==> src/rtl/jsu_pkg.sv <==
package jsu_pkg;

  typedef enum logic [1:0] {
    KIND_DATA  = 2'd0,
    KIND_CLOSE = 2'd1,
    KIND_ERROR = 2'd2
  } kind_t;

  typedef enum logic [2:0] {
    ERR_UNTERMINATED = 3'd0,
    ERR_INCOMPLETE   = 3'd1,
    ERR_INVALID_ESC  = 3'd2,
    ERR_MISSING_HEX  = 3'd3,
    ERR_BAD_HEX      = 3'd4
  } err_t;

  typedef enum logic [2:0] {
    MODE_TEXT        = 3'd0,
    MODE_ESC         = 3'd1,
    MODE_HEX1        = 3'd2,
    MODE_HEX1_BAD    = 3'd3,
    MODE_AFTER_HI    = 3'd4,
    MODE_AFTER_HI_BS = 3'd5,
    MODE_HEX2        = 3'd6,
    MODE_HEX2_BAD    = 3'd7
  } mode_t;

  localparam int unsigned MAX_RESULTS = 4;
  localparam int unsigned CP_W        = 21;

  localparam logic [7:0] CH_QUOTE  = 8'h22;
  localparam logic [7:0] CH_BSLASH = 8'h5C;
  localparam logic [7:0] CH_SLASH  = 8'h2F;
  localparam logic [7:0] CH_B      = 8'h62;
  localparam logic [7:0] CH_F      = 8'h66;
  localparam logic [7:0] CH_N      = 8'h6E;
  localparam logic [7:0] CH_R      = 8'h72;
  localparam logic [7:0] CH_T      = 8'h74;
  localparam logic [7:0] CH_U      = 8'h75;
  localparam logic [7:0] CTL_BS    = 8'h08;
  localparam logic [7:0] CTL_FF    = 8'h0C;
  localparam logic [7:0] CTL_LF    = 8'h0A;
  localparam logic [7:0] CTL_CR    = 8'h0D;
  localparam logic [7:0] CTL_TAB   = 8'h09;

  localparam logic [15:0]     HI_SURR_MIN  = 16'hD800;
  localparam logic [15:0]     HI_SURR_MAX  = 16'hDBFF;
  localparam logic [15:0]     LO_SURR_BASE = 16'hDC00;
  localparam logic [CP_W-1:0] SUPP_BASE    = 21'h10000;

  typedef struct packed {
    kind_t      kind;
    logic [7:0] data;
    err_t       code;
  } res_t;

  typedef struct packed {
    logic [2:0]       cnt;
    res_t [3:0]       r;
  } bundle_t;

  typedef struct packed {
    logic [2:0]       n;
    logic [3:0][7:0]  b;
  } utf8_t;

  typedef struct packed {
    logic       ok;
    logic [3:0] val;
  } hexd_t;

  function automatic utf8_t utf8_encode(input logic [CP_W-1:0] cp);
    utf8_t e;
    e = '0;
    if (cp < 21'h80) begin
      e.n    = 3'd1;
      e.b[0] = {1'b0, cp[6:0]};
    end else if (cp < 21'h800) begin
      e.n    = 3'd2;
      e.b[0] = {3'b110, cp[10:6]};
      e.b[1] = {2'b10, cp[5:0]};
    end else if (cp < SUPP_BASE) begin
      e.n    = 3'd3;
      e.b[0] = {4'b1110, cp[15:12]};
      e.b[1] = {2'b10, cp[11:6]};
      e.b[2] = {2'b10, cp[5:0]};
    end else begin
      e.n    = 3'd4;
      e.b[0] = {5'b11110, cp[20:18]};
      e.b[1] = {2'b10, cp[17:12]};
      e.b[2] = {2'b10, cp[11:6]};
      e.b[3] = {2'b10, cp[5:0]};
    end
    return e;
  endfunction

  function automatic hexd_t hex_value(input logic [7:0] c);
    hexd_t h;
    h = '0;
    if (c >= 8'h30 && c <= 8'h39) begin
      h.ok  = 1'b1;
      h.val = 4'(c - 8'h30);
    end else if (c >= 8'h61 && c <= 8'h66) begin
      h.ok  = 1'b1;
      h.val = 4'(c - 8'h57);
    end else if (c >= 8'h41 && c <= 8'h46) begin
      h.ok  = 1'b1;
      h.val = 4'(c - 8'h37);
    end
    return h;
  endfunction

endpackage

==> src/rtl/jsu_decode.sv <==
module jsu_decode (
  input  logic             clk,
  input  logic             rst,
  input  logic             go,
  input  logic [7:0]       in_byte,
  input  logic             text_end,
  output jsu_pkg::bundle_t bundle
);

  jsu_pkg::mode_t mode, mode_next;
  logic [1:0]     hcnt, hcnt_next;
  logic [15:0]    acc, acc_next;
  logic [15:0]    hi, hi_next;
  logic           err, err_next;

  always_ff @(posedge clk) begin
    if (rst) begin
      mode <= jsu_pkg::MODE_TEXT;
      hcnt <= '0;
      acc  <= '0;
      hi   <= '0;
      err  <= 1'b0;
    end else if (go) begin
      mode <= mode_next;
      hcnt <= hcnt_next;
      acc  <= acc_next;
      hi   <= hi_next;
      err  <= err_next;
    end
  end

  always_comb begin
    logic              text_path;
    logic              esc_path;
    logic              prefix;
    logic              do_enc;
    logic              fail;
    jsu_pkg::err_t     fcode;
    logic [2:0]        n;
    jsu_pkg::res_t [3:0] r;
    jsu_pkg::utf8_t    e;
    jsu_pkg::utf8_t    ep;
    jsu_pkg::hexd_t    h;
    logic              bad;
    logic [jsu_pkg::CP_W-1:0] cp;
    logic [9:0]        hi_off;

    mode_next = mode;
    hcnt_next = hcnt;
    acc_next  = acc;
    hi_next   = hi;
    err_next  = err;
    text_path = 1'b0;
    esc_path  = 1'b0;
    prefix    = 1'b0;
    do_enc    = 1'b0;
    fail      = 1'b0;
    fcode     = jsu_pkg::ERR_UNTERMINATED;
    n         = '0;
    r         = '0;
    e         = '0;
    ep        = '0;
    h         = jsu_pkg::hex_value(in_byte);
    bad       = mode[0] | ~h.ok;
    hi_off    = 10'(hi - jsu_pkg::HI_SURR_MIN);
    cp        = '0;

    if (!err) begin
      case (mode)
        jsu_pkg::MODE_TEXT: text_path = 1'b1;
        jsu_pkg::MODE_ESC:  esc_path = 1'b1;
        jsu_pkg::MODE_AFTER_HI: begin
          if (in_byte == jsu_pkg::CH_BSLASH && !text_end) begin
            mode_next = jsu_pkg::MODE_AFTER_HI_BS;
          end else begin
            prefix    = 1'b1;
            text_path = 1'b1;
          end
        end
        jsu_pkg::MODE_AFTER_HI_BS: begin
          if (in_byte == jsu_pkg::CH_U) begin
            if (text_end) begin
              fail  = 1'b1;
              fcode = jsu_pkg::ERR_MISSING_HEX;
            end else begin
              mode_next = jsu_pkg::MODE_HEX2;
              hcnt_next = '0;
              acc_next  = '0;
            end
          end else begin
            prefix   = 1'b1;
            esc_path = 1'b1;
          end
        end
        default: begin
          // hex digit collection for either word
          acc_next = {acc[11:0], h.ok ? h.val : 4'd0};
          if (hcnt != 2'd3) begin
            if (text_end) begin
              fail  = 1'b1;
              fcode = jsu_pkg::ERR_MISSING_HEX;
            end else begin
              hcnt_next = hcnt + 2'd1;
              mode_next = jsu_pkg::mode_t'({mode[2:1], bad});
            end
          end else begin
            hcnt_next = '0;
            mode_next = jsu_pkg::MODE_TEXT;
            if (bad) begin
              fail  = 1'b1;
              fcode = jsu_pkg::ERR_BAD_HEX;
            end else if (!mode[2]) begin
              if (acc_next >= jsu_pkg::HI_SURR_MIN && acc_next <= jsu_pkg::HI_SURR_MAX) begin
                if (text_end) begin
                  fail  = 1'b1;
                  fcode = jsu_pkg::ERR_UNTERMINATED;
                end else begin
                  hi_next   = acc_next;
                  mode_next = jsu_pkg::MODE_AFTER_HI;
                end
              end else begin
                cp     = jsu_pkg::CP_W'(acc_next);
                do_enc = 1'b1;
              end
            end else begin
              cp = jsu_pkg::CP_W'({hi_off, 10'd0}) + jsu_pkg::CP_W'(acc_next)
                 + (jsu_pkg::SUPP_BASE - jsu_pkg::CP_W'(jsu_pkg::LO_SURR_BASE));
              do_enc = 1'b1;
            end
          end
        end
      endcase
    end

    // lone high surrogate goes out ahead of the byte that broke the pair
    if (prefix) begin
      ep = jsu_pkg::utf8_encode(jsu_pkg::CP_W'(hi));
      for (int i = 0; i < 3; i++) begin
        r[i] = '{kind: jsu_pkg::KIND_DATA, data: ep.b[i], code: jsu_pkg::ERR_UNTERMINATED};
      end
      n = 3'd3;
    end

    if (text_path) begin
      mode_next = jsu_pkg::MODE_TEXT;
      if (in_byte == jsu_pkg::CH_QUOTE) begin
        r[n[1:0]] = '{kind: jsu_pkg::KIND_CLOSE, data: 8'd0,
                      code: jsu_pkg::ERR_UNTERMINATED};
        n = n + 3'd1;
      end else if (in_byte == jsu_pkg::CH_BSLASH) begin
        if (text_end) begin
          fail  = 1'b1;
          fcode = jsu_pkg::ERR_INCOMPLETE;
        end else begin
          mode_next = jsu_pkg::MODE_ESC;
        end
      end else begin
        r[n[1:0]] = '{kind: jsu_pkg::KIND_DATA, data: in_byte,
                      code: jsu_pkg::ERR_UNTERMINATED};
        n = n + 3'd1;
        if (text_end) begin
          fail  = 1'b1;
          fcode = jsu_pkg::ERR_UNTERMINATED;
        end
      end
    end

    if (esc_path) begin
      mode_next = jsu_pkg::MODE_TEXT;
      case (in_byte)
        jsu_pkg::CH_QUOTE, jsu_pkg::CH_BSLASH, jsu_pkg::CH_SLASH, jsu_pkg::CH_B,
        jsu_pkg::CH_F, jsu_pkg::CH_N, jsu_pkg::CH_R, jsu_pkg::CH_T: begin
          r[n[1:0]].kind = jsu_pkg::KIND_DATA;
          r[n[1:0]].code = jsu_pkg::ERR_UNTERMINATED;
          case (in_byte)
            jsu_pkg::CH_B: r[n[1:0]].data = jsu_pkg::CTL_BS;
            jsu_pkg::CH_F: r[n[1:0]].data = jsu_pkg::CTL_FF;
            jsu_pkg::CH_N: r[n[1:0]].data = jsu_pkg::CTL_LF;
            jsu_pkg::CH_R: r[n[1:0]].data = jsu_pkg::CTL_CR;
            jsu_pkg::CH_T: r[n[1:0]].data = jsu_pkg::CTL_TAB;
            default:       r[n[1:0]].data = in_byte;
          endcase
          n = n + 3'd1;
          if (text_end) begin
            fail  = 1'b1;
            fcode = jsu_pkg::ERR_UNTERMINATED;
          end
        end
        jsu_pkg::CH_U: begin
          if (text_end) begin
            fail  = 1'b1;
            fcode = jsu_pkg::ERR_MISSING_HEX;
          end else begin
            mode_next = jsu_pkg::MODE_HEX1;
            hcnt_next = '0;
            acc_next  = '0;
          end
        end
        default: begin
          fail  = 1'b1;
          fcode = jsu_pkg::ERR_INVALID_ESC;
        end
      endcase
    end

    if (do_enc) begin
      e = jsu_pkg::utf8_encode(cp);
      for (int i = 0; i < 4; i++) begin
        r[i] = '{kind: jsu_pkg::KIND_DATA, data: e.b[i], code: jsu_pkg::ERR_UNTERMINATED};
      end
      n = e.n;
      if (text_end) begin
        fail  = 1'b1;
        fcode = jsu_pkg::ERR_UNTERMINATED;
      end
    end

    // an error drops everything else from this byte and sticks
    if (fail) begin
      n         = 3'd1;
      r         = '0;
      r[0].kind = jsu_pkg::KIND_ERROR;
      r[0].code = fcode;
      err_next  = 1'b1;
      mode_next = jsu_pkg::MODE_TEXT;
    end

    bundle.cnt = n;
    bundle.r   = r;
  end

endmodule

==> src/rtl/jsu_emit.sv <==
module jsu_emit (
  input  logic             clk,
  input  logic             rst,
  input  logic             load,
  input  jsu_pkg::bundle_t bundle,
  output logic             free,
  output logic             out_valid,
  input  logic             out_ready,
  output logic [1:0]       kind,
  output logic [7:0]       out_byte,
  output logic [2:0]       error_code,
  output logic             last_of_run
);

  logic             bv;
  logic [1:0]       idx;
  jsu_pkg::bundle_t bun;
  jsu_pkg::res_t    cur;
  logic             last;

  assign cur         = bun.r[idx];
  assign last        = ({1'b0, idx} == bun.cnt - 3'd1);
  assign free        = !bv || (out_ready && last);
  assign out_valid   = bv;
  assign kind        = cur.kind;
  assign out_byte    = cur.data;
  assign error_code  = cur.code;
  assign last_of_run = last;

  always_ff @(posedge clk) begin
    if (rst) begin
      bv  <= 1'b0;
      idx <= '0;
    end else if (load) begin
      bv  <= 1'b1;
      idx <= '0;
    end else if (bv && out_ready) begin
      if (last) begin
        bv <= 1'b0;
      end else begin
        idx <= idx + 2'd1;
      end
    end
  end

  always_ff @(posedge clk) begin
    if (load) begin
      bun <= bundle;
    end
  end

  a_cnt_range: assert property (@(posedge clk) disable iff (rst)
    bv |-> (bun.cnt != 3'd0 && bun.cnt <= 3'd4))
    else $error("result group count out of range");

  a_idx_bound: assert property (@(posedge clk) disable iff (rst)
    bv |-> ({1'b0, idx} < bun.cnt))
    else $error("result index past group end");

  a_no_overwrite: assert property (@(posedge clk) disable iff (rst)
    load |-> (!bv || (out_ready && last)))
    else $error("result group overwritten before drained");

  a_error_alone: assert property (@(posedge clk) disable iff (rst)
    (bv && cur.kind == jsu_pkg::KIND_ERROR) |-> (bun.cnt == 3'd1))
    else $error("error transaction shares a group with other results");

endmodule

==> src/rtl/json_string_unescape_utf8.sv <==
// Streaming JSON string unescaper: one raw byte of string text per input
// transaction, decoded UTF-8 bytes, string-close markers and error reports
// out. A byte is held in an input register, decoded combinationally and
// its one to four results are loaded into an output group register that
// presents one result per cycle while out_ready is high; the input
// register takes the next byte while that group waits. Zero-result bytes,
// and one-result bytes while out_ready is high, run at one per cycle; an
// n-result byte holds the output until all n are taken, so the sustained
// rate is set by the output port. Errors are sticky until reset.
module json_string_unescape_utf8 (
  input  logic       clk,
  input  logic       rst,
  input  logic       in_valid,
  output logic       in_ready,
  input  logic [7:0] in_byte,
  input  logic       text_end,
  output logic       out_valid,
  input  logic       out_ready,
  output logic [1:0] kind,
  output logic [7:0] out_byte,
  output logic [2:0] error_code,
  output logic       last_of_run
);

  logic             iv;
  logic [7:0]       ib;
  logic             ie;
  logic             go;
  logic             free;
  jsu_pkg::bundle_t bundle;

  assign go       = iv && (free || bundle.cnt == 3'd0);
  assign in_ready = !iv || go;

  always_ff @(posedge clk) begin
    if (rst) begin
      iv <= 1'b0;
    end else if (in_valid && in_ready) begin
      iv <= 1'b1;
    end else if (go) begin
      iv <= 1'b0;
    end
  end

  always_ff @(posedge clk) begin
    if (in_valid && in_ready) begin
      ib <= in_byte;
      ie <= text_end;
    end
  end

  jsu_decode u_decode (
    .clk      (clk),
    .rst      (rst),
    .go       (go),
    .in_byte  (ib),
    .text_end (ie),
    .bundle   (bundle)
  );

  jsu_emit u_emit (
    .clk         (clk),
    .rst         (rst),
    .load        (go && bundle.cnt != 3'd0),
    .bundle      (bundle),
    .free        (free),
    .out_valid   (out_valid),
    .out_ready   (out_ready),
    .kind        (kind),
    .out_byte    (out_byte),
    .error_code  (error_code),
    .last_of_run (last_of_run)
  );

endmodule

==> config.mk <==
export PLATFORM = sky130hd
export DESIGN_NAME = json_string_unescape_utf8
export DESIGN_NICKNAME = d
export VERILOG_FILES = /design/src/rtl/jsu_pkg.sv /design/src/rtl/jsu_decode.sv /design/src/rtl/jsu_emit.sv /design/src/rtl/json_string_unescape_utf8.sv
export SDC_FILE = /design/constraint.sdc
export NUM_CORES = 1
export LEC_CHECK = 0
export BUFFER_PORTS_ARGS = -buffer_cell sky130_fd_sc_hd__buf_2
export CAP_MARGIN = 20
export CELL_PAD_IN_SITES_DETAIL_PLACEMENT = 0
export CELL_PAD_IN_SITES_GLOBAL_PLACEMENT = 1
export CORE_MARGIN = 1
export CORE_UTILIZATION = 40
export DETAILED_ROUTE_END_ITERATION = 10
export GPL_TIMING_DRIVEN = 0
export PLACE_DENSITY_LB_ADDON = 0.3
export RECOVER_POWER = 25
export SETUP_SLACK_MARGIN = 0.4
export SYNTH_ARGS = -nofsm -noshare
export SYNTH_HDL_FRONTEND = slang
export SYNTH_SLANG_ARGS = --single-unit
==> constraint.sdc <==
create_clock -name clk -period 6.9 [get_ports clk]
set_input_delay 0.345 -clock clk [delete_from_list [all_inputs] [get_ports clk]]
set_output_delay 0.345 -clock clk [all_outputs]
set_load 0.01 [all_outputs]
==> After elaboration in Yosys (flattened, before gate mapping) <==
Cells that the tools add are included.
{ "word_totals": {"regBits": 106, "elab_cells": 270} }
{ "classes": {"add_sub_neg": 11, "n_lt_le_gt_ge": 18, "n_eq_ne": 21, "mux": 146, "bitwise": 12, "n_reduce_logical": 37} }
{ "ops": {"columns": ["operator", "count"], "rows": [
  ["bitwise mux 52 bit", 9],
  ["2-to-1 mux 52 bit", 5],
  ["case mux 52 bit (5 select lines)", 1],
  ["2-to-1 mux 16 bit", 10],
  ["2-to-1 mux 3 bit", 41],
  ["2-to-1 mux 21 bit", 5],
  ["demux 13 bit (select 2 bit)", 4],
  ["== test 8 x 7 -> 1 bit (second input constant)", 7],
  ["2-to-1 mux 50 bit", 1],
  ["bitwise AND 36 x 48 -> 48 bit", 1],
  ["inverter 48 bit", 1],
  ["2-to-1 mux 13 bit", 3],
  ["2-to-1 mux 37 bit", 1],
  ["2-to-1 mux 1 bit", 33],
  ["2-to-1 mux 8 bit", 4],
  ["case mux 16 bit (2 select lines)", 1],
  ["binary-select mux 13 bit (select 2 bit)", 1],
  ["2-to-1 mux 24 bit", 1],
  ["2-to-1 mux 2 bit", 11],
  ["2-to-1 mux 22 bit", 1],
  ["adder 20 x 16 -> 21 bit", 1],
  ["adder 21 x 14 -> 21 bit (second input constant)", 1],
  ["less-than comparator 21 x 12 -> 1 bit (second input constant)", 1],
  ["less-than comparator 21 x 17 -> 1 bit (second input constant)", 1],
  ["other kinds (53)", 100]
]} }

==> Longest topological paths before layout <==
{ "depth": {"depth_word": 29, "mapped_depth": 21, "ltp_nobuf": 18} }

==> Modules after synthesis <==
Synthesis repeated with hierarchy kept, for this count alone.
{ "unflattened": {"hier_cells": 757, "area_unflattened_um2": 7025.5} }
{ "modules_own_cells": {"columns": ["mod", "instances", "cells_each", "area_each_um2"], "rows": [
  ["jsu_decode", 1, 634, 4409.2],
  ["jsu_emit", 1, 103, 2262.2],
  ["json_string_unescape_utf8", 1, 20, 354.1]
]} }

==> Worst setup path before layout <==
OpenSTA, ideal clock, no wires.
{ "synth_timing": {"path_type": "flip-flop to flip-flop", "from": "register ib[0]", "to": "register u_emit.bun[0] (netlist name) (enable)", "arrival_ns": 4.602, "t_required_ns": 6.496, "slack_ns": 1.893, "stages_incl_launch_ff": 19, "n_path_buf": 1, "synth_period_minus_slack_ns": 5.007, "cell_sequence": "edfxtp_1 inv_1 ha_1 nand3_1 or4_1 nand2_1 inv_1 clkbuf_1 ha_1 a21oi_1 a31o_1 mux2_2 inv_1 ha_1 nand2_1 a21oi_1 a21oi_1 nand4bb_2 and3_1"} }
{ "synth_via": {"elab_chain_len": 27, "elab_cells_between_ends": 91, "classes_between": "7 x add/sub; 11 x order compare; 9 x eq/ne; 50 x mux; 2 x bitwise; 12 x reduce/logical"} }
{ "synth_lines": {"columns": ["item", "line_no", "rtl"], "rows": [
  ["start: declaration", "json_string_unescape_utf8.sv:26", "logic [7:0] ib;"],
  ["start signal: assignment", "json_string_unescape_utf8.sv:47", "ib <= in_byte;"],
  ["branches (longest 22 deep; another with adder 20 x 16 -> 21 bit)", null, null],
  ["2-to-1 mux 3 bit *", "jsu_decode.sv:219", "if (fail) begin"],
  ["logical NOT 3 bit", "json_string_unescape_utf8.sv:32", "assign go = iv && (free || bundle.cnt == 3'd0);"],
  ["logical OR 1 bit", "json_string_unescape_utf8.sv:32", null],
  ["logical AND 1 bit", "json_string_unescape_utf8.sv:32", null],
  ["logical AND 1 bit *", "json_string_unescape_utf8.sv:64", ".load (go && bundle.cnt != 3'd0),"],
  ["net u_emit.load", "jsu_emit.sv:4", "input logic load,"],
  ["end signal: assignment", "jsu_emit.sv:48", "bun <= bundle;"],
  ["end: declaration", "jsu_emit.sv:17", "jsu_pkg::bundle_t bun;"]
]} }
Mark *: on every way through the listed nets, which the timed path passes.
A chain may end at the register's enable or synchronous reset.

==> Worst setup path in the final report <==
{ "layout_timing": {"from": "register ib[0]", "to": "register u_emit.bun[7] (netlist name) (enable)"} }
The elaborated chain is that of the path after synthesis.

==> results.py <==
metrics = {
    "outcome": {
        "run_status": "completed",
    },
    "worst_hold_path": {
        "min_to": "ib[1]",
        "hold_depth": 1,
        "hp-class": "in2reg",
        "hold_start": "in_byte[1]",
    },
    "power": {
        "p_sw_share_pct": 25.0,
        "ir_worst_vdd_mv": 0.111,
        "power_density_nw_per_um2": 170,
        "p_sw_w": 0.000293,
        "pwr-share-comb_pct": 10.9,
        "pwr-share-seq_pct": 49.7,
        "p_leak_nw": 2.48,
        "clockPowerShare_pct": 39.5,
        "p_int_w": 0.000878,
    },
    "worst_setup_path": {
        "reg2reg_from": "ib[0]",
        "critPathSlowestCell": "and3_2",
        "critPathRequiredTime_ns": 6.87,
        "reg2reg_slack_ns": 1.23,
        "worst_setup_path_start_kind": "register",
        "critPathMaxStageDelay_ns": 0.82,
        "r2r-end": "u_emit.bun[7]",
        "reg2reg_depth": 18,
        "end_kind": "register",
        "cp_cell_sequence": "inv_1, ha_1, nand3_1, or4_1, nand2_1, inv_1, clkbuf_1, ha_1, a21oi_1, a31o_1, mux2_2, inv_1, ha_1, nand2_1, a21oi_1, a21oi_1, nand4bb_2, and3_2",
        "cp_data_arrival_time_ns": 5.64,
        "path_class": "reg2reg",
        "cp_max_fo": 43,
    },
    "synth": {
        "yosysTopAreaCell": "edfxtp_1",
        "netlist_top_cells_area": "edfxtp_1 (24%), dfxtp_1 (12%), ha_1 (5.0%), nor2_1 (3.5%), mux2i_1 (3.4%)",
        "netlist_instances": 680,
        "ys_warn_count": 0,
        "ys_ff_latch": 88,
        "ys_types": 86,
        "yosysTopAreaCellShare_pct": 24.1,
        "synth_ff_type": "edfxtp_1",
        "ys_seq_area_share_pct": 36.3,
        "syn_area_per_cell_um2": 9.15,
        "synth_edf_count": 50,
        "synthTopCellsByCount": "nor2_1 (58), edfxtp_1 (50), nand2_1 (50)",
        "async_reset_ff_share_pct": 0,
        "syn_area_um2": 6220,
        "syn-num-nets": 719,
        "synth.most_common_cell": "nor2_1",
    },
    "clock_tree": {
        "insertion_delay_ns": 0.35,
        "cts_tree": "yes",
        "cts_root_buffer": "clkbuf_16",
        "cts.htree.levels": 3,
        "holdBufCountCts": 0,
        "post_cts_resized": 0,
        "numCtsBuffers": 9,
        "ctsLongestPathBuffers": 2,
        "clkSinkCount": 88,
        "cts_setup_buffers": 0,
        "path_clk_slew_ns": 0.06,
    },
    "place": {
        "dp_cells": 897,
        "postPlaceCellArea_um2": 6610,
        "portBuffers": 28,
        "dpl.hpwl_um": 15400,
        "gp_congestion": 0.967,
    },
    "sta": {
        "max_freq_mhz": 176,
        "hold_viol": 0,
        "drv_slew": 0,
        "min_period_over_period_pct": 82.2,
        "finalSetupTns_ns": 0,
        "fin_worst_skew_ns": 0.00750,
        "rsz0062_at_grt": "no",
        "period_needed_ns": 5.67,
        "relSlewSlack_pct": 11.0,
        "worst_pin_slew_ns": 1.32,
        "finalSetupViolations": 0,
    },
    "global_route": {
        "grt_antenna_before_repair": 0,
        "first_global_vias": 5408,
        "grt_max_degree": 44,
        "grt_overflow": 0,
        "grt_util_all_layers_pct": 25.7,
        "grt_pass1_wl_um": 31000,
    },
    "die": {
        "io_pins": 29,
        "dieArea_um2": 16100,
        "chipWidth_um": 127,
        "num_rows": 45,
        "die_y_um": 127,
        "start_util_pct": 40.9,
        "coreArea_um2": 15200,
    },
    "drt": {
        "wl_per_cell_um": 21.8,
        "via_count": 5716,
        "drtPass1Iterations": 6,
        "drtIter0Drc": 696,
        "ant_nets": 0,
        "wl_um": 19900,
        "vias_per_cell": 6.25,
        "drc": 0,
    },
    "final_layout": {
        "instances_no_fill": 914,
        "antenna_cells": 0,
        "layout-area-overhead-vs-synth_pct": 10.4,
        "nets": 760,
        "fin_util_pct": 45.2,
        "design_area_um2": 6870,
        "final_layout_size_suffix_gt1_share_pct": 12.5,
    },
    "job": {
        "cap_viol_max_count": 0,
    },
}
==> power groups by stage <==
| stage | Combinational, W | Clock (W) | Sequential (W) |
|---|---|---|---|
| floorplan | 0.0000839 | 0 | 0.000589 |
| global placement | 0.000124 | 0 | 0.000592 |
| detailed placement | 0.000125 | 0 | 0.000593 |
| CTS | 0.000126 | 0.000471 | 0.000581 |
| global route | 0.000138 | 0.000491 | 0.000583 |
| finish | 0.000127 | 0.000462 | 0.000581 |
==> critical path: cells and delay by family (launching register included) <==
family | cells | cell delay, ns
buffers and inverters | 4 | 0.75
DFF | 1 | 0.53
and+or+nand+nor | 6 | 2.14
muxes | 1 | 0.31
adders and majority gates | 3 | 0.79
AOI/OAI and AO/OA | 4 | 0.76
==> layer usage <==
layer | wire, um | vias to the layer above | GRT usage (%) | share of wire, %
li1 | - | 2632 | - | -
met1 | 8770 | 2770 | 35.0 | 44
met2 | 8900 | 276 | 39.9 | 45
met3 | 1690 | 38 | 5.27 | 8.5
met4 | 558 | 0 | 10.7 | 2.8
met5 | 0 | - | 0 | 0
==> flip-flops by register name (all words and copies together), names as in the netlist, 2 cells and up <==
register       flops
u_decode.acc      12
ib                 8
u_decode.hi       16
u_decode.hcnt      2
u_emit.bun        41
u_decode.mode      3
u_emit.idx         2
==> worst max path at each step <==
stage | startpoint | end | slack [ns] | cells past startpoint
after detailed placement | ib[0] | u_emit.bun[31] | 1.35 | 18
final | ib[0] | u_emit.bun[7] | 1.23 | 18
after global routing | ib[0] | u_emit.bun[33] | 0.83 | 18
after floorplan | ib[0] | u_emit.bun[0] | 1.89 | 18
after global placement | ib[0] | u_emit.bun[31] | 0.76 | 18
after CTS | ib[0] | u_emit.bun[32] | 1.31 | 18
==> logic make-up after synthesis <==
kind of cell	Yosys count	share of synthesized area, %
AND/OR/NAND/NOR	237	20.5
adder cells (fa/ha/maj)	26	5.35
multiplexers	34	7.18
flip-flops	88	36.3
buffers and inverters	86	5.87
AO/OA/AOI/OAI	197	23.1
XOR/XNOR	12	1.69
==> cell type report <==
cell class	instances	area, um2
timing repair buffer	30	140
clock inverter	2	15.0
sequential	88	2260
tap	188	235
fill	1483	8330
buffer	41	190
clock buffer	14	264
multi-input combinational	506	3600
inverter	45	169
==> placed cells by master, fill, tap and decap left out, types with 13 or more instances in the layout <==
| cell | instances |
|---|---|
| a21oi_1 | 41 |
| nor2_1 | 58 |
| nor3_1 | 24 |
| o21ai_0 | 38 |
| o22ai_1 | 17 |
| buf_2 | 24 |
| ha_1 | 25 |
| edfxtp_1 | 50 |
| clkbuf_1 | 41 |
| dfxtp_1 | 38 |
| nor2b_1 | 13 |
| inv_1 | 45 |
| nand2_1 | 50 |
| mux2i_1 | 21 |
| nand3_1 | 24 |
==> through the flow <==
stage	power [W]	hold slack (ns)	setup WS [ns]
global route	0.00121	0.163	0.832
global placement	0.000716	0.485	0.762
finish	0.00117	0.167	1.23
CTS	0.00118	0.155	1.31
detailed placement	0.000718	0.490	1.35
floorplan	0.000673	0.444	1.89
Power figures use the tool's default switching activity.
